--- src/design/sre_pkg.sv ---
// Shared types and constants for the sprite run-length decoder.
// Parser phase encoding, error codes, register indexes and reset values.
// No dependencies.
package sre_pkg;

  // Parser phases, one per byte position in the sprite stream
  typedef enum logic [2:0] {
    PH_IDLE   = 3'd0,
    PH_SIZEHI = 3'd1,
    PH_RUNLO  = 3'd2,
    PH_RUNHI  = 3'd3,
    PH_RED    = 3'd4,
    PH_GREEN  = 3'd5,
    PH_BLUE   = 3'd6
  } phase_e;

  // Error codes carried with the end-of-sprite item
  typedef enum logic [1:0] {
    ERR_NONE     = 2'd0,
    ERR_SIZE     = 2'd1,
    ERR_RUN      = 2'd2,
    ERR_RESERVED = 2'd3
  } err_e;

  // Configuration register indexes
  localparam logic [1:0] REG_ORIGIN_X    = 2'd0;
  localparam logic [1:0] REG_ORIGIN_Y    = 2'd1;
  localparam logic [1:0] REG_MAX_PAYLOAD = 2'd2;
  localparam logic [1:0] REG_MAX_RUN     = 2'd3;

  // Register reset values
  localparam logic [15:0] MAX_PAYLOAD_RST = 16'd3500;
  localparam logic [15:0] MAX_RUN_RST     = 16'd3076;

  // Default sprite row width in pixels
  localparam int unsigned SPRITE_WIDTH_DFLT = 32;

endpackage

--- src/design/sprite_rle_decoder.sv ---
// Sprite run-length decoder: one stream byte in, at most one pixel/end item out.
// Depends on sre_pkg (phases, error codes, register indexes, reset values).
//
// Usage:
//   Slave stream: tdata = data_byte, tuser = sprite_start. One byte per item.
//   Master stream: one item per decoded pixel and/or sprite end; tlast marks
//   the end of a sprite, tuser carries has_pixel and the error code.
//   Config port: cfg_we_i writes cfg_data_i to register cfg_idx_i
//   (0 origin_x, 1 origin_y, 2 max_payload_bytes, 3 max_run_length);
//   write only while the decoder is idle.
// Throughput: one byte per clock cycle unless a held result is not taken;
// the parser state machine updates once per byte and the pixel position
// divide is spread over the red and green bytes of each triple (one constant multiply per byte).
// Output: a result is registered and appears on the master side in the
// cycle after the byte that causes it is accepted.
// Reset: registers return to 0, 0, 3500, 3076 and the parser goes idle;
// no clearing pass is needed, input is taken from the first cycle.
// Stall: a single output register holds a result; the next byte is taken
// in the same cycle the held result drains, so a stalled receiver holds
// the input side only while the output register is full and not taken.
module sprite_rle_decoder
  import sre_pkg::*;
#(
  parameter int unsigned SpriteWidth = SPRITE_WIDTH_DFLT
) (
  input  logic        clk_i,
  input  logic        rst_ni,
  // Configuration write port
  input  logic        cfg_we_i,
  input  logic [1:0]  cfg_idx_i,
  input  logic [15:0] cfg_data_i,
  // Byte stream in
  input  logic        s_axis_tvalid,
  output logic        s_axis_tready,
  input  logic [7:0]  s_axis_tdata,  // [7:0] data_byte
  input  logic [0:0]  s_axis_tuser,  // [0] sprite_start
  // Result stream out
  output logic        m_axis_tvalid,
  input  logic        m_axis_tready,
  output logic [47:0] m_axis_tdata,  // [11:0] pixel_x, [23:12] pixel_y,
                                     // [31:24] red, [39:32] green, [47:40] blue
  output logic [2:0]  m_axis_tuser,  // [0] has_pixel, [2:1] error_code
  output logic        m_axis_tlast   // sprite_end
);

  // Reciprocal for exact 16-bit division by the row width
  localparam int unsigned ShiftW = 16 + $clog2(SpriteWidth);
  localparam longint unsigned RecipL =
    ((64'd1 << ShiftW) + 64'(SpriteWidth) - 64'd1) / 64'(SpriteWidth);
  localparam logic [16:0] Recip   = 17'(RecipL);
  localparam int unsigned RemW    = (SpriteWidth > 1) ? $clog2(SpriteWidth) : 1;
  localparam logic [15:0] WidthC  = 16'(SpriteWidth);

  // Configuration registers
  logic [10:0] origin_x_q, origin_y_q;
  logic [15:0] max_payload_q, max_run_q;

  // Parser state
  phase_e      phase_q, phase_d;
  logic [15:0] size_q, size_d;
  logic [15:0] cons_q, cons_d;
  logic [15:0] idx_q, idx_d;
  logic        transp_q, transp_d;
  logic [15:0] left_q, left_d;
  logic [7:0]  lo_q, lo_d;
  logic [7:0]  red_q, red_d;
  logic [7:0]  green_q, green_d;
  logic [15:0] quot_q, quot_d;
  logic [RemW-1:0] rem_q, rem_d;

  // Result register
  logic        out_valid_q;
  logic [47:0] out_data_q, out_data_d;
  logic [2:0]  out_user_q, out_user_d;
  logic        out_last_q;

  logic        in_fire, out_load;
  logic        res_pix, res_end;
  err_e        res_err;
  logic [15:0] run_val, cons_inc, left_dec, size_new;
  logic        run_ends;
  logic [32:0] recip_prod;
  logic [15:0] quot_w;
  logic [15:0] rem_full;
  logic [11:0] px, py;

  assign s_axis_tready = !out_valid_q || m_axis_tready;
  assign in_fire       = s_axis_tvalid && s_axis_tready;

  // Configuration writes
  always_ff @(posedge clk_i or negedge rst_ni) begin
    if (!rst_ni) begin
      origin_x_q    <= '0;
      origin_y_q    <= '0;
      max_payload_q <= MAX_PAYLOAD_RST;
      max_run_q     <= MAX_RUN_RST;
    end else if (cfg_we_i) begin
      unique case (cfg_idx_i)
        REG_ORIGIN_X:    origin_x_q    <= cfg_data_i[10:0];
        REG_ORIGIN_Y:    origin_y_q    <= cfg_data_i[10:0];
        REG_MAX_PAYLOAD: max_payload_q <= cfg_data_i;
        REG_MAX_RUN:     max_run_q     <= cfg_data_i;
        default:         ;
      endcase
    end
  end

  // Pixel position divide: quotient on the red byte, remainder on the green byte
  assign recip_prod = 33'(idx_q) * 33'(Recip);
  assign quot_w     = 16'(recip_prod >> ShiftW);
  assign rem_full   = idx_q - 16'(quot_q * WidthC);

  // Pixel coordinates from the registered quotient and remainder
  assign px = {1'b0, origin_x_q} + 12'(rem_q);
  assign py = {1'b0, origin_y_q} + quot_q[11:0];

  // Shared byte arithmetic
  assign run_val  = {s_axis_tdata, lo_q};
  assign size_new = {s_axis_tdata, lo_q};
  assign cons_inc = (cons_q == 16'hFFFF) ? cons_q : cons_q + 16'd1;
  assign left_dec = left_q - 16'd1;
  assign run_ends = ({1'b0, cons_inc} + 17'd1) >= {1'b0, size_q};

  // Parser next state and result
  always_comb begin
    phase_d  = phase_q;
    size_d   = size_q;
    cons_d   = cons_q;
    idx_d    = idx_q;
    transp_d = transp_q;
    left_d   = left_q;
    lo_d     = lo_q;
    red_d    = red_q;
    green_d  = green_q;
    quot_d   = quot_q;
    rem_d    = rem_q;
    res_pix  = 1'b0;
    res_end  = 1'b0;
    res_err  = ERR_NONE;

    if (s_axis_tuser[0]) begin
      // Start of a new sprite: latch the low size byte, drop any sprite in flight
      lo_d    = s_axis_tdata;
      phase_d = PH_SIZEHI;
    end else begin
      unique case (phase_q)
        PH_SIZEHI: begin
          size_d = size_new;
          if (size_new > max_payload_q) begin
            res_end = 1'b1;
            res_err = ERR_SIZE;
          end else begin
            cons_d   = '0;
            idx_d    = '0;
            transp_d = 1'b1;
            left_d   = '0;
            if (size_new <= 16'd1) res_end = 1'b1;
            else                   phase_d = PH_RUNLO;
          end
        end
        PH_RUNLO: begin
          lo_d    = s_axis_tdata;
          cons_d  = cons_inc;
          phase_d = PH_RUNHI;
        end
        PH_RUNHI: begin
          cons_d = cons_inc;
          if (run_val > max_run_q) begin
            res_end = 1'b1;
            res_err = ERR_RUN;
          end else if (transp_q || run_val == 16'd0) begin
            idx_d    = idx_q + run_val;
            transp_d = !transp_q;
            if (run_ends) res_end = 1'b1;
            else          phase_d = PH_RUNLO;
          end else begin
            left_d  = run_val;
            phase_d = PH_RED;
          end
        end
        PH_RED: begin
          red_d   = s_axis_tdata;
          cons_d  = cons_inc;
          quot_d  = quot_w;
          phase_d = PH_GREEN;
        end
        PH_GREEN: begin
          green_d = s_axis_tdata;
          cons_d  = cons_inc;
          rem_d   = rem_full[RemW-1:0];
          phase_d = PH_BLUE;
        end
        PH_BLUE: begin
          cons_d  = cons_inc;
          res_pix = 1'b1;
          idx_d   = idx_q + 16'd1;
          left_d  = left_dec;
          if (left_dec == 16'd0) begin
            transp_d = 1'b1;
            if (run_ends) res_end = 1'b1;
            else          phase_d = PH_RUNLO;
          end else begin
            phase_d = PH_RED;
          end
        end
        default: phase_d = PH_IDLE;
      endcase
      if (res_end) phase_d = PH_IDLE;
    end
  end

  // Result payload, zeroed fields where no pixel is carried
  always_comb begin
    out_data_d = '0;
    if (res_pix) out_data_d = {s_axis_tdata, green_q, red_q, py, px};
    out_user_d = {res_err, res_pix};
  end

  assign out_load = in_fire && (res_pix || res_end);

  // Parser state registers, advance on each accepted item
  always_ff @(posedge clk_i or negedge rst_ni) begin
    if (!rst_ni) begin
      phase_q  <= PH_IDLE;
      size_q   <= '0;
      cons_q   <= '0;
      idx_q    <= '0;
      transp_q <= 1'b1;
      left_q   <= '0;
    end else if (in_fire) begin
      phase_q  <= phase_d;
      size_q   <= size_d;
      cons_q   <= cons_d;
      idx_q    <= idx_d;
      transp_q <= transp_d;
      left_q   <= left_d;
    end
  end

  // Byte latches and divide results
  always_ff @(posedge clk_i) begin
    if (in_fire) begin
      lo_q    <= lo_d;
      red_q   <= red_d;
      green_q <= green_d;
      quot_q  <= quot_d;
      rem_q   <= rem_d;
    end
  end

  // Output register: load on a new result, clear when taken
  always_ff @(posedge clk_i or negedge rst_ni) begin
    if (!rst_ni) begin
      out_valid_q <= 1'b0;
    end else if (out_load) begin
      out_valid_q <= 1'b1;
    end else if (m_axis_tready) begin
      out_valid_q <= 1'b0;
    end
  end

  always_ff @(posedge clk_i) begin
    if (out_load) begin
      out_data_q <= out_data_d;
      out_user_q <= out_user_d;
      out_last_q <= res_end;
    end
  end

  assign m_axis_tvalid = out_valid_q;
  assign m_axis_tdata  = out_data_q;
  assign m_axis_tuser  = out_user_q;
  assign m_axis_tlast  = out_last_q;

`ifndef SYNTHESIS
  // An item without the end mark always carries a pixel
  a_nonend_has_pixel: assert property (@(posedge clk_i) disable iff (!rst_ni)
    m_axis_tvalid && !m_axis_tlast |-> m_axis_tuser[0])
    else $error("result without end or pixel");

  // An error code is only reported with the end of a sprite
  a_err_with_end: assert property (@(posedge clk_i) disable iff (!rst_ni)
    m_axis_tvalid && (m_axis_tuser[2:1] != ERR_NONE) |-> m_axis_tlast)
    else $error("error code without sprite end");

  // The parser returns to idle after an end result is produced
  a_end_goes_idle: assert property (@(posedge clk_i) disable iff (!rst_ni)
    out_load && res_end |=> phase_q == PH_IDLE)
    else $error("parser not idle after sprite end");

  // An empty output register never blocks the input
  a_ready_when_empty: assert property (@(posedge clk_i) disable iff (!rst_ni)
    !out_valid_q |-> s_axis_tready)
    else $error("input stalled with empty output register");
`endif

endmodule

--- config.mk ---
export PLATFORM = sky130hd
export DESIGN_NAME = sprite_rle_decoder
export DESIGN_NICKNAME = d
export VERILOG_FILES = /design/src/design/sre_pkg.sv /design/src/design/sprite_rle_decoder.sv
export SDC_FILE = /design/constraint.sdc
export NUM_CORES = 1
export LEC_CHECK = 0
export ABC_AREA = 1
export BUFFER_PORTS_ARGS = -buffer_cell sky130_fd_sc_hd__buf_2
export CAP_MARGIN = 15
export CORE_MARGIN = 2
export CORE_UTILIZATION = 40
export CTS_BUF_LIST = sky130_fd_sc_hd__clkbuf_4
export DETAILED_ROUTE_END_ITERATION = 8
export SYNTH_ARGS = -nofsm -noshare
export SYNTH_HDL_FRONTEND = slang
export SYNTH_SLANG_ARGS = --single-unit
--- constraint.sdc ---
create_clock -name clk_i -period 6.1 [get_ports clk_i]
set_input_delay 0.305 -clock clk_i [delete_from_list [all_inputs] [get_ports clk_i]]
set_output_delay 0.305 -clock clk_i [all_outputs]
set_load 0.05 [all_outputs]
# After elaboration in Yosys (flattened, before gate mapping)
# Index checks and enable logic that the tools add are counted.
[classes]
bitwise_logic = 1
n_div = 0
n_shift = 0
add_sub_neg = 8
reduce_logical = 28
magnitude_cmp = 4
multipliers = 0
mux = 41
eq_ne = 18
[ops]
columns = ["op", "n"]
rows = [
  ["16-bit two-way mux", 6],
  ["16-bit case mux with 3 select lines", 2],
  ["16-bit by 1-bit adder with 16-bit output, second input constant", 2],
  ["16-bit greater-than comparator", 2],
  ["16-bit logical NOT", 2],
  ["16-bit case mux with 2 select lines", 1],
  ["3-bit two-way mux", 8],
  ["3-bit case mux with 6 select lines", 1],
  ["16-bit by 1-bit adder with 17-bit output, second input constant", 1],
  ["17-bit by 16-bit greater-or-equal comparator with 1-bit output", 1],
  ["1-bit two-way mux", 17],
  ["16-bit adder", 1],
  ["16-bit == test, second input constant", 1],
  ["16-bit by 1-bit less-or-equal comparator with 1-bit output, second input constant", 1],
  ["8-bit two-way mux", 2],
  ["16-bit by 1-bit subtractor with 16-bit output, second input constant", 1],
  ["11-bit by 11-bit adder with 12-bit output", 1],
  ["11-bit by 5-bit adder with 12-bit output", 1],
  ["4-bit != test, second input constant", 3],
  ["6-bit AND reduction", 2],
  ["2-bit != test, second input constant", 5],
  ["2-bit AND reduction", 5],
  ["3-bit == test, second input constant", 3],
  ["3-bit AND reduction", 3],
  ["other kinds (18)", 28],
]
[word_totals]
n_memories = 0
mem_bits_rw = 0
elab_cells = 120
output_inout_bits = 54
register_bits = 215
romBits = 0
input_bits = 32
latchBits = 0

# Logic depth before layout (Yosys ltp)
[depth]
ltp_word = 13
mapped_depth = 31

# Worst setup path after synthesis
# No wires, ideal clock.
[synth_timing]
path_kind = "register -> register"
from = "register cons_q[0]"
to = "register out_data_q[0], in the netlist m_axis_tdata[0], enable pin"
t_required_ps = 5694
slack_ps = 1530
path_stages_with_launch = 26
t_arrival_ps = 4164
synth_period_minus_slack_ps = 4570
setup_ps = 406
path_cell_list = "dfrtp_1 ha_1 nand3_4 nor2_8 nand3_4 xor2_1 inv_1 ha_1 nand3_1 nor2_4 xor2_1 ha_1 nand2_1 nor2_1 nand3b_1 nand3_1 nand2_1 nand2_1 nand2_1 nand2_1 nand2_1 nand3_2 nand2_2 nand2_1 o21ai_1 inv_1"
[synth_via]
elab_chain_len = 12
word_cells_on_any_way = 14
[synth_lines]
columns = ["element", "line_no", "source"]
rows = [
  ["from (decl)", "sprite_rle_decoder.sv:61", "logic [15:0] cons_q, cons_d;"],
  ["from (signal assigned)", "sprite_rle_decoder.sv:233", "cons_q <= cons_d;"],
  ["16-bit by 1-bit adder with 16-bit output / 16-bit == test (equally long branches)", "sprite_rle_decoder.sv:120", "assign cons_inc = (cons_q == 16'hFFFF) ? cons_q : cons_q + 16'd1;"],
  ["16-bit two-way mux *", "sprite_rle_decoder.sv:120", ""],
  ["16-bit by 1-bit adder with 17-bit output *", "sprite_rle_decoder.sv:122", "assign run_ends = ({1'b0, cons_inc} + 17'd1) >= {1'b0, size_q};"],
  ["17-bit by 16-bit greater-or-equal comparator with 1-bit output *", "sprite_rle_decoder.sv:122", ""],
  ["1-bit two-way mux *", "sprite_rle_decoder.sv:174, sprite_rle_decoder.sv:200", ""],
  ["1-bit two-way mux", "sprite_rle_decoder.sv:171", "end else if (transp_q || run_val == 16'd0) begin"],
  ["1-bit two-way mux", "sprite_rle_decoder.sv:168", "if (run_val > max_run_q) begin"],
  ["1-bit case mux with 3 select lines *", "sprite_rle_decoder.sv:146", "unique case (phase_q)"],
  ["1-bit two-way mux * (2 in a row)", "sprite_rle_decoder.sv:141", "if (s_axis_tuser[0]) begin"],
  ["1-bit logical OR *", "sprite_rle_decoder.sv:219", "assign out_load = in_fire && (res_pix || res_end);"],
  ["1-bit logical AND *", "sprite_rle_decoder.sv:219", ""],
  ["named net out_load", "sprite_rle_decoder.sv:77", "logic in_fire, out_load;"],
  ["to (signal assigned)", "sprite_rle_decoder.sv:264", "out_data_q <= out_data_d;"],
  ["to (decl)", "sprite_rle_decoder.sv:73", "logic [47:0] out_data_q, out_data_d;"],
]
# The timed path passes the listed nets; every way through them passes the cells marked *. The select of a mux whose other input is x is not followed.
# A chain may end at the register's enable or synchronous reset.

# Worst setup path in the final report
[layout_timing]
from = "register cons_q[1]"
to = "register out_data_q[8], in the netlist m_axis_tdata[8], enable pin"
# The elaborated chain is that of the path after synthesis.

==> results.sh <==
export IMPL_synth_cell_area_um2=12120
export IMPL_dpl_cell_area_um2=12960
export IMPL_hp_class="primary input to register"
export IMPL_cts_htree_levels=2
export IMPL_synth_compound_area_frac=0.1210
export IMPL_place_hpwl_mm=21.45
export IMPL_syn2layout_area_growth_pct=15.38
export IMPL_fin_nets=1701
export IMPL_antenna_found_initial=2
export IMPL_timing_rr_start="cons_q[1]"
export IMPL_crit_fanout=38
export IMPL_die_x_um=178.1
export IMPL_die_area_um2=31710
export IMPL_p_total_mw=4.417
export IMPL_dp_slack_ns=1.196
export IMPL_final_area_um2=13980
export IMPL_insertion_delay_ns=0.69
export IMPL_slew_viol_final=0
export IMPL_r2r_end="m_axis_tdata[8]"
export IMPL_fillCellCount=2850
export IMPL_root_buffer="clkbuf_4"
export IMPL_core_area_um2=29720
export IMPL_start_kind="register"
export IMPL_cts_buffer_depth=3
export IMPL_p_per_area_nw_per_um2=315.8
export IMPL_numCtsBuffers=57
export IMPL_rsz0062_at_grt="no"
export IMPL_synth_top_family_by_area="simple AND/OR/NAND/NOR gates"
export IMPL_overflow=0
export IMPL_synth_simple_area_share=0.1997
export IMPL_timing_worst_setup_path_type="register to register"
export IMPL_grt_use_total=0.1937
export IMPL_drive_gt1_frac=0.1380
export IMPL_drt_pass1_iterations=5
export IMPL_hold_path_depth=1
export IMPL_synth_cells=1435
export IMPL_pin_count=86
export IMPL_final_core_util=0.4705
export IMPL_synth_ff_latch_count=215
export IMPL_num_vias=9962
export IMPL_min_period_ns=4.584
export IMPL_r2r_cells=26
export IMPL_synth_adder_area_share=0.09065
export IMPL_cp_arrival_ns=4.95
export IMPL_portBuffers=85
export IMPL_core_rowCount=63
export IMPL_finalHoldViolations=0
export IMPL_clock_sinks=215
export IMPL_grt_pass1_vias=9512
export IMPL_fmaxAchievable_ghz=0.2181
export IMPL_wl_mm=29.97
export IMPL_multi_input_area_um2=5238
export IMPL_tightest_slew_ns=1.108
export IMPL_period_share=0.7516
export IMPL_hold_path_end="green_q[2]"
export IMPL_synth_net_count=1553
export IMPL_ys_warn_count=0
export IMPL_ant_nets=0
export IMPL_place_congestion=0.8609
export IMPL_regArea_um2=5854
export IMPL_drtIter0Drc=662
export IMPL_muxShareOfSynthArea=0
export IMPL_drc_errors=0
export IMPL_reg2reg_slack_ns=1.52
export IMPL_path_clk_slew_ns=0.07
export IMPL_tritoncts="done"
export IMPL_endpoint_kind="register"
export IMPL_setup_violations=0
export IMPL_worstPathRequired_ns=6.46
export IMPL_die_h_um=178.1
export IMPL_min_from="s_axis_tdata[2]"
export IMPL_fin_skew_ns=0.03420
export IMPL_synth_seq_area_share=0.4831
export IMPL_yosys_cell_types_count=49
export IMPL_outcome="completed"
export IMPL_viasPerCell=4.929
export IMPL_synthXorXnorAreaFrac=0.02024
export IMPL_start_util=0.4078
export IMPL_cts_resized=0
export IMPL_setup_ws_ns=1.516
export IMPL_vdd_ir_drop_max_v=0.0001145
export IMPL_grt_pass1_wl_mm=48.49
export IMPL_maxCapViolations=0
export IMPL_tns_ns=0
export IMPL_grt_max_degree=69
export IMPL_wl_per_cell_um=14.83
export IMPL_timing_slew_headroom=0.2584
export IMPL_postSynthAreaPerCell_um2=8.445
export IMPL_p_leak_nw=6.782
[worst max-delay path: stages (launching register included)]
cell and delay [ns]:
dfrtp_1 0.37, ha_1 0.31, nand3_4 0.16, nor2_8 0.20, nand3_4 0.12, xor2_1 0.32, inv_1 0.12, ha_1 0.22
nand3_1 0.22, nor2_4 0.09, xor2_1 0.15, ha_1 0.30, nand2_1 0.07, nor2_1 0.19, nand3b_1 0.10, nand3_1 0.09
nand2_1 0.05, nand2_1 0.06, nand2_1 0.04, nand2_1 0.05, nand2_1 0.06, nand3_2 0.10, nand2_2 0.08, nand2_1 0.06
o21ai_1 0.08, inv_2 0.34, buf_12 0.27
[cells in the final DEF (no fill, tap or decap), drive strengths merged, types with 2 or more instances in the layout]
cell type	instances
a21boi	2
a21o	2
a21oi	68
a22oi	3
a41oi	3
buf	93
clkbuf	73
clkinv	29
dfrtp	112
dfstp	11
dlygate4sd3	26
edfxtp	92
fa	3
ha	83
inv	245
nand2	326
nand3	57
nand3b	2
nand4	15
nor2	131
nor3	25
o2111ai	2
o211ai	2
o21a	3
o21ai	159
o21bai	3
o22ai	20
o31ai	3
or2	2
xnor2	7
xor2	21
[sequential cells by signal, indices dropped and copies added (netlist names), 8 cells and up]
register	cells
m_axis_tdata	48
origin_x_q	11
max_payload_q	16
red_q	8
size_q	16
origin_y_q	11
idx_q	16
lo_q	8
left_q	16
green_q	8
quot_q	11
max_run_q	16
cons_q	16
[per-stage QoR]
step                instances  hold WS [ns]
finish                   2021       0.05271
global route             2021      0.006069
CTS                      2017      0.003400
detailed placement       1885        0.4433
global placement         1885        0.4378
floorplan                1435      0.009409
[final cells by class]
cell class                      instances  share of cell area
Sequential cell                       215              0.4187
Multi-Input combinational cell        947              0.3746
Inverter                              243             0.06523
Timing Repair Buffer                  119             0.05548
Antenna cell                            1           0.0001790
Clock inverter                         33             0.01181
Tap cell                              390             0.03490
Clock buffer                           73             0.03919
[timing repair]
action                     in CTS  in global routing
buffers inserted                0                  0
setup endpoints to repair       0                  0
hold buffers                   26                  0
hold endpoints to repair      115                  0
[cell usage after synthesis (all sizes together)]
cell type	number	share of area
buf	4	0.0020
fa	3	0.0050
and3	1	0.00052
nand4	15	0.0077
inv	243	0.075
dfstp	11	0.024
clkbuf	26	0.0082
o21a	3	0.0019
o21bai	3	0.0019
o21ai	159	0.066
nand3	57	0.028
nand3b	2	0.0012
nand2	326	0.10
xor2	21	0.015
a211oi	1	0.00062
ha	83	0.086
o31ai	3	0.0019
o22ai	20	0.010
nor4	1	0.00052
nor2	131	0.046
o2111ai	2	0.0014
a21boi	2	0.0012
a21o	2	0.0012
nor3	25	0.011
a21oi	68	0.028
dfrtp	112	0.23
edfxtp	92	0.23
a22oi	3	0.0019
a31oi	1	0.00052
o221ai	1	0.00072
xnor2	7	0.0051
a41oi	3	0.0022
o211ai	2	0.0012
or2	2	0.0010
[how the worst max path moves through the flow]
| stage | from | endpoint | slack, ns | cells past startpoint |
|---|---|---|---|---|
| 2_1_floorplan | cons_q[0] | m_axis_tdata[0] | 1.53 | 25 |
| 6_report | cons_q[1] | m_axis_tdata[8] | 1.52 | 26 |
| 5_1_grt | cons_q[0] | m_axis_tdata[25] | 1.10 | 25 |
| 3_3_place_gp | cons_q[0] | m_axis_tdata[18] | 1.42 | 25 |
| 4_1_cts | cons_q[0] | m_axis_tdata[8] | 1.17 | 25 |
| 3_5_place_dp | cons_q[0] | m_axis_tdata[8] | 1.20 | 25 |
[power breakdown]
group	internal [mW]	leakage (nW)	switching [mW]
clock	0.613	0.425	0.620
combinational	0.421	3.94	0.860
sequential	1.75	2.41	0.149
total	2.79	6.78	1.63
[cell families after synthesis]
| logic type | count (synthesis) |
|---|---|
| and+or+nand+nor | 560 |
| AOI/OAI and AO/OA | 273 |
| buffers and inverters | 273 |
| DFF | 215 |
| adders and majority gates | 86 |
| xor gates and xnor gates | 28 |
[routing by layer]
metal	routed length [um]	share of wire	global-route usage
met5	0	0	0
met4	710	0.024	0.07036
met3	1636	0.055	0.02941
met2	14140	0.47	0.3156
met1	13490	0.45	0.2617
No activity file was read; power rests on OpenSTA's default activity.
